[config.mk]
export PLATFORM = sky130hd
export DESIGN_NAME = tape_image_pulse_decoder_unit
export DESIGN_NICKNAME = d
export VERILOG_FILES = /design/src/hw/rtl/tipd_pkg.sv /design/src/hw/rtl/tape_image_pulse_decoder_unit.sv /design/src/hw/rtl/tipd_front.sv /design/src/hw/rtl/tipd_queue.sv /design/src/hw/rtl/tipd_back.sv
export VERILOG_INCLUDE_DIRS = /design/src /design/src/hw/rtl
export SDC_FILE = /design/constraint.sdc
export NUM_CORES = 2
export LEC_CHECK = 0
export BUFFER_PORTS_ARGS = -buffer_cell sky130_fd_sc_hd__buf_2
export CORE_MARGIN = 1
export CORE_UTILIZATION = 60
export CTS_CLUSTER_SIZE = 10
export DETAILED_ROUTE_END_ITERATION = 8
export PLACE_DENSITY = 0.89
export RECOVER_POWER = 100
export SETUP_SLACK_MARGIN = 0.1
export SKIP_CTS_REPAIR_TIMING = 1
export SLEW_MARGIN = 10
export SYNTH_ARGS = -nofsm -noshare
export SYNTH_HDL_FRONTEND = slang
export SYNTH_SLANG_ARGS = --single-unit
[constraint.sdc]
create_clock -name i_clk -period 17.3 [get_ports i_clk]
set_input_delay 3.46 -clock i_clk [delete_from_list [all_inputs] [get_ports i_clk]]
set_output_delay 3.46 -clock i_clk [all_outputs]
set_load 0.01 [all_outputs]
[src/hw/rtl/tape_image_pulse_decoder_unit_macros.svh]
// assertion macros shared by the tape pulse decoder queue and back end modules
`ifndef TAPE_IMAGE_PULSE_DECODER_UNIT_MACROS_SVH
`define TAPE_IMAGE_PULSE_DECODER_UNIT_MACROS_SVH

// condition holds at every edge out of reset
`define TIPD_ASSERT_ALWAYS(label, clk, rst_n, cond, msg) \
    label: assert property (@(posedge clk) disable iff (!rst_n) (cond)) \
        else $error(msg);

// consequent holds in the same cycle as the antecedent
`define TIPD_ASSERT_IMPLIES(label, clk, rst_n, ante, cons, msg) \
    label: assert property (@(posedge clk) disable iff (!rst_n) (ante) |-> (cons)) \
        else $error(msg);

// consequent holds in the cycle after the antecedent
`define TIPD_ASSERT_NEXT(label, clk, rst_n, ante, cons, msg) \
    label: assert property (@(posedge clk) disable iff (!rst_n) (ante) |=> (cons)) \
        else $error(msg);

`endif

[src/hw/rtl/tipd_pkg.sv]
// shared types and constants of the tape pulse decoder
package tipd_pkg;

    localparam int unsigned BYTE_W     = 8;
    localparam int unsigned CLK_W      = 24;
    localparam int unsigned RAW_LEN_W  = 24;
    localparam int unsigned LEN_W      = 27;
    localparam int unsigned CYC_W      = 32;
    localparam int unsigned PROD_W     = LEN_W + CLK_W;
    localparam int unsigned DIV_STEPS  = PROD_W;
    localparam int unsigned STEP_W     = $clog2(DIV_STEPS);
    localparam int unsigned VER_W      = 2;
    localparam int unsigned CFG_IDX_W  = 2;
    localparam int unsigned CFG_DATA_W = 32;
    localparam int unsigned OUT_DATA_W = 40;

    localparam logic [VER_W-1:0] VER_CYCLES = 2'd2;

    localparam logic [CFG_IDX_W-1:0] CFG_VERSION  = 2'd0;
    localparam logic [CFG_IDX_W-1:0] CFG_TAPE_CLK = 2'd1;
    localparam logic [CFG_IDX_W-1:0] CFG_EMU_CLK  = 2'd2;
    localparam logic [CFG_IDX_W-1:0] CFG_GAP_THR  = 2'd3;

    localparam logic [VER_W-1:0] RST_VERSION  = 2'd0;
    localparam logic [CLK_W-1:0] RST_TAPE_CLK = 24'd985248;
    localparam logic [CLK_W-1:0] RST_EMU_CLK  = 24'd985248;
    localparam logic [CYC_W-1:0] RST_GAP_THR  = 32'd1000000;

    localparam logic [1:0] LONG_BYTES = 2'd3;

    typedef struct packed {
        logic             has_pulse;
        logic [LEN_W-1:0] len;
        logic             last;
    } t_job;

    typedef enum logic [1:0] {
        BK_IDLE,
        BK_MUL,
        BK_DIV,
        BK_DONE
    } t_back_state;

endpackage

[src/hw/rtl/tape_image_pulse_decoder_unit.sv]
// an accepted pulse byte becomes a queued job, then passes the back end states multiply, divide and done
// into the output register; a new job is taken only in idle, and the 51-step divider makes one bit per cycle
// end markers go from idle straight to done, skipping multiply and divide; bytes without a result push no job
// the input side keeps accepting while the job queue has room
// reset: synchronous active low, clears control state and loads default clock rates
module tape_image_pulse_decoder_unit #(
    parameter int unsigned QUEUE_DEPTH = 2
) (
    input  logic                              i_clk,
    input  logic                              i_rst_n,
    input  logic                              i_s_axis_tvalid,
    output logic                              o_s_axis_tready,
    input  logic [tipd_pkg::BYTE_W-1:0]       i_s_axis_tdata,   // [7:0] data_byte
    input  logic                              i_s_axis_tlast,   // end_of_data
    output logic                              o_m_axis_tvalid,
    input  logic                              i_m_axis_tready,
    output logic [tipd_pkg::OUT_DATA_W-1:0]   o_m_axis_tdata,   // [0] has_pulse, [32:1] pulse_cycles, [33] is_gap
    output logic                              o_m_axis_tlast,   // last
    input  logic                              i_cfg_valid,
    output logic                              o_cfg_ready,
    input  logic [tipd_pkg::CFG_IDX_W-1:0]    i_cfg_index,
    input  logic [tipd_pkg::CFG_DATA_W-1:0]   i_cfg_data
);
    import tipd_pkg::*;

    logic [VER_W-1:0] r_version;
    logic [CLK_W-1:0] r_tape_clk;
    logic [CLK_W-1:0] r_emu_clk;
    logic [CYC_W-1:0] r_gap_thr;
    logic             w_push;
    t_job             w_push_job;
    logic             w_not_full;
    logic             w_not_empty;
    t_job             w_head_job;
    logic             w_pop;
    logic             w_has;
    logic [CYC_W-1:0] w_cyc;
    logic             w_gap;

    assign o_cfg_ready = 1'b1;

    always_ff @(posedge i_clk) begin
        if (!i_rst_n) begin
            r_version  <= RST_VERSION;
            r_tape_clk <= RST_TAPE_CLK;
            r_emu_clk  <= RST_EMU_CLK;
            r_gap_thr  <= RST_GAP_THR;
        end else if (i_cfg_valid) begin
            unique case (i_cfg_index)
                CFG_VERSION:  r_version  <= i_cfg_data[VER_W-1:0];
                CFG_TAPE_CLK: r_tape_clk <= i_cfg_data[CLK_W-1:0];
                CFG_EMU_CLK:  r_emu_clk  <= i_cfg_data[CLK_W-1:0];
                CFG_GAP_THR:  r_gap_thr  <= i_cfg_data[CYC_W-1:0];
                default:      r_version  <= r_version;
            endcase
        end
    end

    tipd_front u_front (
        .i_clk       (i_clk),
        .i_rst_n     (i_rst_n),
        .i_valid     (i_s_axis_tvalid),
        .o_ready     (o_s_axis_tready),
        .i_byte      (i_s_axis_tdata),
        .i_fin       (i_s_axis_tlast),
        .i_version   (r_version),
        .o_job_valid (w_push),
        .o_job       (w_push_job),
        .i_job_ready (w_not_full)
    );

    tipd_queue #(
        .DEPTH (QUEUE_DEPTH)
    ) u_queue (
        .i_clk       (i_clk),
        .i_rst_n     (i_rst_n),
        .i_push      (w_push),
        .i_job       (w_push_job),
        .o_not_full  (w_not_full),
        .i_pop       (w_pop),
        .o_not_empty (w_not_empty),
        .o_job       (w_head_job)
    );

    tipd_back u_back (
        .i_clk          (i_clk),
        .i_rst_n        (i_rst_n),
        .i_job_valid    (w_not_empty),
        .i_job          (w_head_job),
        .o_job_pop      (w_pop),
        .i_tape_clk     (r_tape_clk),
        .i_emu_clk      (r_emu_clk),
        .i_gap_thr      (r_gap_thr),
        .o_valid        (o_m_axis_tvalid),
        .i_ready        (i_m_axis_tready),
        .o_has_pulse    (w_has),
        .o_pulse_cycles (w_cyc),
        .o_is_gap       (w_gap),
        .o_last         (o_m_axis_tlast)
    );

    assign o_m_axis_tdata = {{(OUT_DATA_W-CYC_W-2){1'b0}}, w_gap, w_cyc, w_has};

endmodule

[src/hw/rtl/tipd_front.sv]
// front end: long form assembly, version length scaling and job classification
module tipd_front (
    input  logic                        i_clk,
    input  logic                        i_rst_n,
    input  logic                        i_valid,
    output logic                        o_ready,
    input  logic [tipd_pkg::BYTE_W-1:0] i_byte,
    input  logic                        i_fin,
    input  logic [tipd_pkg::VER_W-1:0]  i_version,
    output logic                        o_job_valid,
    output tipd_pkg::t_job              o_job,
    input  logic                        i_job_ready
);
    import tipd_pkg::*;

    logic                 r_active;
    logic [1:0]           r_seen;
    logic [RAW_LEN_W-1:0] r_acc;
    logic                 n_active;
    logic [1:0]           n_seen;
    logic [RAW_LEN_W-1:0] n_acc;
    logic [RAW_LEN_W-1:0] w_acc;
    logic [1:0]           w_seen;
    logic [RAW_LEN_W-1:0] w_len;
    logic                 w_done;
    logic                 w_pulse;
    logic                 w_accept;

    assign o_ready  = i_job_ready;
    assign w_accept = i_valid && i_job_ready;

    always_comb begin
        n_active = r_active;
        n_seen   = r_seen;
        n_acc    = r_acc;
        w_done   = 1'b0;
        w_len    = '0;
        w_acc    = r_acc;
        w_seen   = r_seen + 2'd1;
        unique case (r_seen)
            2'd0:    w_acc[7:0]   = i_byte;
            2'd1:    w_acc[15:8]  = i_byte;
            2'd2:    w_acc[23:16] = i_byte;
            default: w_acc        = r_acc;
        endcase
        if (r_active) begin
            if (w_seen == LONG_BYTES) begin
                w_len    = w_acc;
                w_done   = 1'b1;
                n_active = 1'b0;
                n_seen   = '0;
                n_acc    = '0;
            end else begin
                n_seen = w_seen;
                n_acc  = w_acc;
            end
        end else if (i_byte != '0) begin
            w_len  = {{(RAW_LEN_W-BYTE_W){1'b0}}, i_byte};
            w_done = 1'b1;
        end else begin
            n_active = 1'b1;
            n_seen   = '0;
            n_acc    = '0;
        end
        if (i_fin) begin
            n_active = 1'b0;
            n_seen   = '0;
            n_acc    = '0;
        end
    end

    assign w_pulse         = w_done && (w_len != '0);
    assign o_job_valid     = w_accept && (w_pulse || i_fin);
    assign o_job.has_pulse = w_pulse;
    assign o_job.last      = i_fin;
    assign o_job.len       = (i_version < VER_CYCLES) ? {w_len, 3'b000}
                                                      : {3'b000, w_len};

    always_ff @(posedge i_clk) begin
        if (!i_rst_n) begin
            r_active <= 1'b0;
            r_seen   <= '0;
            r_acc    <= '0;
        end else if (w_accept) begin
            r_active <= n_active;
            r_seen   <= n_seen;
            r_acc    <= n_acc;
        end
    end

endmodule

[src/hw/rtl/tipd_queue.sv]
// short job queue between front and back end
`include "tape_image_pulse_decoder_unit_macros.svh"

module tipd_queue #(
    parameter int unsigned DEPTH = 2
) (
    input  logic           i_clk,
    input  logic           i_rst_n,
    input  logic           i_push,
    input  tipd_pkg::t_job i_job,
    output logic           o_not_full,
    input  logic           i_pop,
    output logic           o_not_empty,
    output tipd_pkg::t_job o_job
);
    import tipd_pkg::*;

    localparam int unsigned PTR_W = (DEPTH > 1) ? $clog2(DEPTH) : 1;
    localparam int unsigned CNT_W = $clog2(DEPTH + 1);
    localparam logic [PTR_W-1:0] LAST_PTR = PTR_W'(DEPTH - 1);
    localparam logic [CNT_W-1:0] FULL_CNT = CNT_W'(DEPTH);

    t_job             r_mem [DEPTH];
    logic [PTR_W-1:0] r_wr_ptr;
    logic [PTR_W-1:0] r_rd_ptr;
    logic [CNT_W-1:0] r_count;
    logic             w_push;
    logic             w_pop;

    assign o_not_full  = (r_count != FULL_CNT);
    assign o_not_empty = (r_count != '0);
    assign o_job       = r_mem[r_rd_ptr];
    assign w_push      = i_push && o_not_full;
    assign w_pop       = i_pop && o_not_empty;

    always_ff @(posedge i_clk) begin
        if (w_push) begin
            r_mem[r_wr_ptr] <= i_job;
        end
    end

    always_ff @(posedge i_clk) begin
        if (!i_rst_n) begin
            r_wr_ptr <= '0;
            r_rd_ptr <= '0;
            r_count  <= '0;
        end else begin
            if (w_push) begin
                r_wr_ptr <= (r_wr_ptr == LAST_PTR) ? '0 : r_wr_ptr + 1'b1;
            end
            if (w_pop) begin
                r_rd_ptr <= (r_rd_ptr == LAST_PTR) ? '0 : r_rd_ptr + 1'b1;
            end
            if (w_push && !w_pop) begin
                r_count <= r_count + 1'b1;
            end else if (w_pop && !w_push) begin
                r_count <= r_count - 1'b1;
            end
        end
    end

    `TIPD_ASSERT_ALWAYS(a_count_bound, i_clk, i_rst_n, r_count <= FULL_CNT, "queue count overflow")
    `TIPD_ASSERT_IMPLIES(a_no_push_full, i_clk, i_rst_n, i_push, o_not_full, "push into full queue")
    `TIPD_ASSERT_NEXT(a_count_up, i_clk, i_rst_n, w_push && !w_pop, r_count == $past(r_count) + 1'b1, "queue count did not grow")

endmodule

[src/hw/rtl/tipd_back.sv]
// back end: clock rescale by multiply and bit serial divide, output register
`include "tape_image_pulse_decoder_unit_macros.svh"

module tipd_back (
    input  logic                           i_clk,
    input  logic                           i_rst_n,
    input  logic                           i_job_valid,
    input  tipd_pkg::t_job                 i_job,
    output logic                           o_job_pop,
    input  logic [tipd_pkg::CLK_W-1:0]     i_tape_clk,
    input  logic [tipd_pkg::CLK_W-1:0]     i_emu_clk,
    input  logic [tipd_pkg::CYC_W-1:0]     i_gap_thr,
    output logic                           o_valid,
    input  logic                           i_ready,
    output logic                           o_has_pulse,
    output logic [tipd_pkg::CYC_W-1:0]     o_pulse_cycles,
    output logic                           o_is_gap,
    output logic                           o_last
);
    import tipd_pkg::*;

    localparam logic [STEP_W-1:0] LAST_STEP = STEP_W'(DIV_STEPS - 1);

    t_back_state        r_state;
    t_back_state        n_state;
    logic               r_has;
    logic               r_last;
    logic [LEN_W-1:0]   r_len;
    logic [CLK_W-1:0]   r_div;
    logic [PROD_W-1:0]  r_prod;
    logic [CLK_W-1:0]   r_rem;
    logic [CYC_W-1:0]   r_quo;
    logic               r_qnz;
    logic [STEP_W-1:0]  r_cnt;
    logic               r_out_valid;
    logic               r_out_has;
    logic [CYC_W-1:0]   r_out_cyc;
    logic               r_out_gap;
    logic               r_out_last;
    logic               w_load_out;
    logic [CLK_W:0]     w_trial;
    logic [CLK_W:0]     w_diff;
    logic               w_ge;
    logic [CYC_W-1:0]   w_cyc;

    always_comb begin
        n_state = r_state;
        unique case (r_state)
            BK_IDLE: begin
                if (i_job_valid) begin
                    n_state = i_job.has_pulse ? BK_MUL : BK_DONE;
                end
            end
            BK_MUL: n_state = BK_DIV;
            BK_DIV: begin
                if (r_cnt == LAST_STEP) begin
                    n_state = BK_DONE;
                end
            end
            BK_DONE: begin
                if (!r_out_valid || i_ready) begin
                    n_state = BK_IDLE;
                end
            end
            default: n_state = BK_IDLE;
        endcase
    end

    always_comb begin
        o_job_pop  = (r_state == BK_IDLE) && i_job_valid;
        w_load_out = (r_state == BK_DONE) && (!r_out_valid || i_ready);
    end

    assign w_trial = {r_rem, r_prod[PROD_W-1]};
    assign w_diff  = w_trial - {1'b0, r_div};
    assign w_ge    = (w_trial >= {1'b0, r_div});
    assign w_cyc   = r_has ? (r_qnz ? r_quo : CYC_W'(1)) : '0;

    always_ff @(posedge i_clk) begin
        if (!i_rst_n) begin
            r_state <= BK_IDLE;
        end else begin
            r_state <= n_state;
        end
    end

    always_ff @(posedge i_clk) begin
        if (o_job_pop) begin
            r_has  <= i_job.has_pulse;
            r_last <= i_job.last;
            r_len  <= i_job.len;
            r_div  <= (i_tape_clk == '0) ? CLK_W'(1) : i_tape_clk;
        end
        if (r_state == BK_MUL) begin
            r_prod <= PROD_W'(r_len) * PROD_W'(i_emu_clk) + PROD_W'(r_div >> 1);
            r_rem  <= '0;
            r_quo  <= '0;
            r_qnz  <= 1'b0;
        end else if (r_state == BK_DIV) begin
            r_prod <= {r_prod[PROD_W-2:0], 1'b0};
            r_rem  <= w_ge ? w_diff[CLK_W-1:0] : w_trial[CLK_W-1:0];
            r_quo  <= {r_quo[CYC_W-2:0], w_ge};
            r_qnz  <= r_qnz | w_ge;
        end
    end

    always_ff @(posedge i_clk) begin
        if (!i_rst_n) begin
            r_cnt <= '0;
        end else if (r_state == BK_DIV) begin
            r_cnt <= r_cnt + 1'b1;
        end else begin
            r_cnt <= '0;
        end
    end

    always_ff @(posedge i_clk) begin
        if (!i_rst_n) begin
            r_out_valid <= 1'b0;
        end else if (w_load_out) begin
            r_out_valid <= 1'b1;
        end else if (i_ready) begin
            r_out_valid <= 1'b0;
        end
    end

    always_ff @(posedge i_clk) begin
        if (w_load_out) begin
            r_out_has  <= r_has;
            r_out_cyc  <= w_cyc;
            r_out_gap  <= r_has && (w_cyc > i_gap_thr);
            r_out_last <= r_last;
        end
    end

    assign o_valid        = r_out_valid;
    assign o_has_pulse    = r_out_has;
    assign o_pulse_cycles = r_out_cyc;
    assign o_is_gap       = r_out_gap;
    assign o_last         = r_out_last;

    `TIPD_ASSERT_IMPLIES(a_rem_below_div, i_clk, i_rst_n, r_state == BK_DIV,
        r_rem < r_div, "remainder not below divisor")
    `TIPD_ASSERT_IMPLIES(a_step_bound, i_clk, i_rst_n, r_state == BK_DIV,
        r_cnt <= LAST_STEP, "divide ran too long")
    `TIPD_ASSERT_IMPLIES(a_marker_empty, i_clk, i_rst_n, r_out_valid && !r_out_has,
        (r_out_cyc == '0) && !r_out_gap, "end marker carries pulse data")

endmodule
# After elaboration in Yosys (flattened, before gate mapping)
# Memories as Yosys holds them, arrays and structs flattened. A register that Yosys moved wholly into a read port is not among the register bits.
# Index checks and enable logic that the tools add are counted.
classes:
  n_addsub: 8
  multipliers: 1
  magnitude_cmp: 3
  n_eq_ne: 15
  mux: 42
  bitwise_logic: 1
  reduce_logical: 32
op_table:
  columns: ["op", "n"]
  rows:
  - ["$mux 24", 7]
  - ["$mux 51", 2]
  - ["$mux 32", 2]
  - ["$add 51x23->51", 1]
  - ["$mul 27x24->51", 1]
  - ["$gt 32x32->1", 1]
  - ["$mux 8", 4]
  - ["$mux 27", 1]
  - ["$ge 25x24->1", 1]
  - ["$logic_not 24->1", 1]
  - ["$reduce_bool 24->1", 1]
  - ["$sub 24x24->24", 1]
  - ["$mux 2", 10]
  - ["$mux 1", 15]
  - ["$eq 2x2->1 const B", 6]
  - ["$reduce_and 2->1", 6]
  - ["$logic_and 1x1->1", 10]
  - ["$pmux 2 s4", 1]
  - ["$reduce_bool 2->1", 4]
  - ["$reduce_bool 8->1", 1]
  - ["$add 6x1->6 const B", 1]
  - ["$eq 2x1->1 const B", 3]
  - ["$eq 6x6->1 const B", 1]
  - ["$logic_not 2->1", 3]
  - ["11 further kinds", 18]
word_totals:
  reg_bits: 318
  ramBits: 58
  in_bits: 48
  out_inout_bits: 44
  elab_cells: 128
  n_memories: 1
memory_table:
  columns: ["memory", "words", "word_bits", "read_ports", "rd_clocked_by_memory_dff", "wr", "line", "rtl"]
  rows:
  - ["u_queue.r_mem", 2, 29, 1, 1, 1, "tipd_queue.sv:23", "t_job r_mem [DEPTH];"]

# Longest topological paths before layout
logic_depth:
  ltp_word: 13
  ltp_mapped: 27
  depth_no_buf: 24

# Hierarchy
# Synthesis repeated with hierarchy kept, for this count alone.
hier_totals:
  cells_unflattened: 3965
  area_unflattened_um2: 38682.1
modules_own_cells:
  columns: ["mod", "instances", "cells_per_inst", "area_per_inst_um2", "seq_area_each_um2"]
  rows:
  - ["tipd_back", 1, 3345, 31725.4, 5495.3]
  - ["tape_image_pulse_decoder_unit", 1, 328, 3300.7, 1641.6]
  - ["tipd_queue", 1, 114, 2331.0, 1841.8]
  - ["tipd_front", 1, 178, 1325.0, 380.4]

# Least setup slack after synthesis
# OpenSTA, ideal clock, no wires.
synth_path:
  kind: "flip-flop to flip-flop"
  start: "register r_emu_clk[3]"
  end: "register u_back.r_prod[32], data pin"
  setup_time_ps: 260
  arrival_ps: 6583
  required_ps: 17040
  path_slack_ps: 10457
  path_stages_with_launch: 26
  path_buffers: 2
  synth_period_minus_slack_ps: 6843
  path_cell_list: "dfxtp_1 clkbuf_1 clkbuf_1 nand2_1 fa_1 inv_1 fa_1 inv_1 fa_1 inv_1 fa_1 fa_1 fa_1 inv_1 fa_1 inv_1 ha_1 nand2_1 or3_1 or3_1 o211ai_2 a21oi_2 o21bai_1 a31oi_1 xnor2_1 mux2_2"
synth_between:
  elab_chain_len: 3
synth_rtl:
  columns: ["item", "line", "rtl"]
  rows:
  - ["from (decl)", "tape_image_pulse_decoder_unit.sv:28", "logic [CLK_W-1:0] r_emu_clk;"]
  - ["from (signal assigned)", "tape_image_pulse_decoder_unit.sv:52", "CFG_EMU_CLK: r_emu_clk <= i_cfg_data[CLK_W-1:0];"]
  - ["$mul 27x24->51", "tipd_back.sv:95", "r_prod <= PROD_W'(r_len) * PROD_W'(i_emu_clk) + PROD_W'(r_div >> 1);"]
  - ["$add 51x23->51", "tipd_back.sv:95", null]
  - ["$mux 51", "tipd_back.sv:94", "if (r_state == BK_MUL) begin"]
  - ["to (signal assigned)", "tipd_back.sv:95", null]
  - ["to (signal assigned)", "tipd_back.sv:100", "r_prod <= {r_prod[PROD_W-2:0], 1'b0};"]
  - ["to (decl)", "tipd_back.sv:30", "logic [PROD_W-1:0] r_prod;"]
# Every way passes these cells.
# A chain may end at the register's enable or synchronous reset.

# Worst setup path after layout
layout_path:
  start: "register r_emu_clk[3]"
  end: "register u_back.r_prod[40], data pin"
# The elaborated chain is that of the path after synthesis.

==> results.tsv <==
stage	metric	value	unit
setup_path	path_buf_inv	5	
detailed_routing	num_vias	28861	
sta	slew_headroom	-1.409	
sta	layout_setup_ws	8826	ps
layout	instances_no_fill	4866	
clocking	root_buffer	clkbuf_16	
yosys	ys_warn_count	0	
sta	maxSlewViolCount	533	
global_routing	grt_max_degree	80	
yosys	ys_async_sr_fraction	0	
die	pin_count	92	
place	gp_congestion	0.9665	
yosys	seq_area_frac_synth	0.2427	
sta	rsz0062_at_grt	false	
yosys	yosysTopAreaCellShare	0.2965	
die	die_w	255.3	um
yosys	synth_fa_ha_area_frac	0.3791	
global_routing	grt.total_usage	0.3164	
layout	final_common_cell	inv_1	
layout	mostFrequentLayoutCells	inv_1 (723), fa_1 (570), nand2_1 (565)	
sta	tightest_slew	3607	ps
detailed_routing	dr.pass1.iters	6	
hold_path	hold_path.class	register to register	
yosys	yosys.area_share.xor_xnor	0.01639	
die	rows	92	
sta	clock_skew	23.28	ps
yosys	synth_compound_area_frac	0.07150	
clocking	insertion_delay	590	ps
die	die_h	255.3	um
yosys	synthCells	4048	
yosys	synth_seq_cells	368	
place	portBuffers	84	
yosys	synth_mux_area_frac	0.03739	
setup_path	critPathLaunchType	register	
global_routing	antenna_found_initial	1	
die	dieArea	65150	sq um
sta	post-route-min-period	8474	ps
place	dp_slack	9404	ps
clocking	cts_tree	yes	
layout	n_antenna_cell	0	
layout	drive_above_1_share	0.05199	
setup_path	crit_path_end_kind	register	
detailed_routing	wl_per_cell	20.25	um
setup_path	crit_type	register to register	
yosys	synth_cell_types	75	
sta	max_freq	118.0	MHz
clocking	h-tree-depth	2	
setup_path	critPathSlowestCell	o311ai_0	
layout	finalInstanceArea	40590	sq um
yosys	synth_top_family_by_area	adder cells	
outcome	status	finished with violations	
global_routing	grt_overflow	0	
setup_path	crit_arrival	8800	ps
yosys	yosysTopAreaCell	fa_1	
place	hpwl	72400	um
clocking	clockBufferDepth	3	
setup_path	cp_common_cell	fa_1	
detailed_routing	vias_per_cell	5.931	
die	start_util	0.6089	
setup_path	path_delay_family	adder cells	
global_routing	grt_pass1_wl	159600	um
detailed_routing	drc	0	
job	maxCapViolations	14	
sta	finalSetupTns	0	ps
die	core-area	63200	sq um
detailed_routing	initialDrtViolationCount	3060	
outcome	failed_checks	max-capacitance violations, max-slew violations	
yosys	netlist_area	38480	sq um
sta	hold_violations	0	
clocking	clock-sinks	368	
yosys	synth-edff-count	197	
sta	finalSetupViolCount	0	
global_routing	grt_pass1_vias	30715	
yosys	synth_area_leaders	fa_1 (30%), edfxtp_1 (15%), dfxtp_1 (8.9%), ha_1 (8.3%), inv_1 (7.1%)	
clocking	cts_made_buffers	44	
clocking	clk_pin_slew	60	ps
sta	post-route-period-util	0.4899	
layout	area_growth	5.469	%
yosys	avgSynthCellArea	9.506	sq um
setup_path	cp_max_fo	28	
setup_path	cp_slowest_stage_delay	1270	ps
detailed_routing	drtAntennaViolNets	0	
yosys	synth-main-ff-cell	edfxtp_1	
place	placed_cells	4786	
setup_path	worstPathRequired	17620	ps
layout	fin_nets	4858	
yosys	synth-simple-area-share	0.1554	
setup_path	cp_cell_sequence	nand2_1 -> fa_1 -> inv_1 -> fa_1 -> inv_1 -> fa_1 -> fa_1 -> inv_1 -> fa_1 -> fa_1 -> inv_1 -> fa_1 -> inv_1 -> ha_1 -> a21oi_1 -> o21ai_0 -> o311ai_0 -> and2_0 -> o21ai_0 -> xnor2_1 -> mux2_2	
detailed_routing	wl	98550	um
place	dpl-instance-area	39390	sq um
[per-layer routing]
layer / vias up / wire length (um) / global-route usage
met5: - / 0 / 0
met4: 0 / 6078 / 0.1796
met3: 425 / 9781 / 0.05878
met2: 1671 / 47410 / 0.5286
met1: 14249 / 35280 / 0.3864
li1: 12516 / - / -
[cell families after synthesis]
logic type               after synthesis
multiplexers                         135
AND/OR/NAND/NOR                     1249
flip-flops                           368
XOR/XNOR                              72
other                                  2
adder cells (fa/ha/maj)              824
AO/OA/AOI/OAI                        424
buffers and inverters                974
[registers in the layout, indices dropped and copies added, names as in the netlist, 2 cells and up, named ones only]
register / count
u_back.r_state: 2
u_front.r_acc: 16
u_back.o_pulse_cycles: 32
r_tape_clk: 24
u_back.r_prod: 51
u_front.r_seen: 2
u_back.r_quo: 32
u_back.r_len: 27
u_back.r_cnt: 6
u_back.r_rem: 24
r_emu_clk: 24
u_queue.r_count: 2
u_back.r_div: 24
r_gap_thr: 32
u_queue.r_mem: 58
[synth_stat cells (18+ instances only)]
cell type    n
and3_1      39
nor3_1      18
edfxtp_1   197
inv_1      723
a22oi_1     24
dfxtp_1    171
o21a_1      18
a211oi_1    29
xnor2_1     47
ha_1       254
mux2_2      70
fa_1       570
o21ai_0     43
a21oi_1    156
o21bai_1    18
nor2b_1     18
nand4_1     24
nand3_1     42
xor2_1      25
mux2i_1     65
clkbuf_1   214
nor2_1     154
a21o_1      50
and2_1     332
nand2_1    564
[final cells by class]
cell class | instances | area (sq um)
tap | 846 | 1059
fill | 4562 | 22610
clock inverter | 6 | 131.4
multi-input combinational | 2711 | 25380
sequential | 368 | 9339
timing repair buffer | 137 | 724.4
clock buffer | 74 | 1235
inverter | 724 | 2718
[per-stage QoR]
stage                     hold slack [ps]    util
final                               456.2  0.6422
after global placement              402.5  0.6233
after detailed placement            444.5  0.6233
after global routing                459.9  0.6422
after CTS                           456.5  0.6449
after floorplan                     400.3       -
[path summary, 6_finish.rpt]
check	start	end	slack, ps	cells after the start
hold / removal	r_gap_thr[25]$_SDFFE_PN0P_	r_gap_thr[25]$_SDFFE_PN0P_	460	2
hold reg to reg	r_gap_thr[25]$_SDFFE_PN0P_	r_gap_thr[25]$_SDFFE_PN0P_	460	2
setup / recovery	r_emu_clk[3]$_SDFFE_PN0P_	u_back.r_prod[40]$_DFFE_PP_	8830	21
setup reg to reg	r_emu_clk[3]$_SDFFE_PN0P_	u_back.r_prod[40]$_DFFE_PP_	8830	21
[tightest hold or removal path, stage by stage, from the launching register on]
cell     delay [ps]
dfxtp_1         310
nand2_1          50
a21oi_1          50
Power is left out: the tool's default activity adds up to more than one toggle a clock period on the data nets, which glitch-free logic cannot reach.
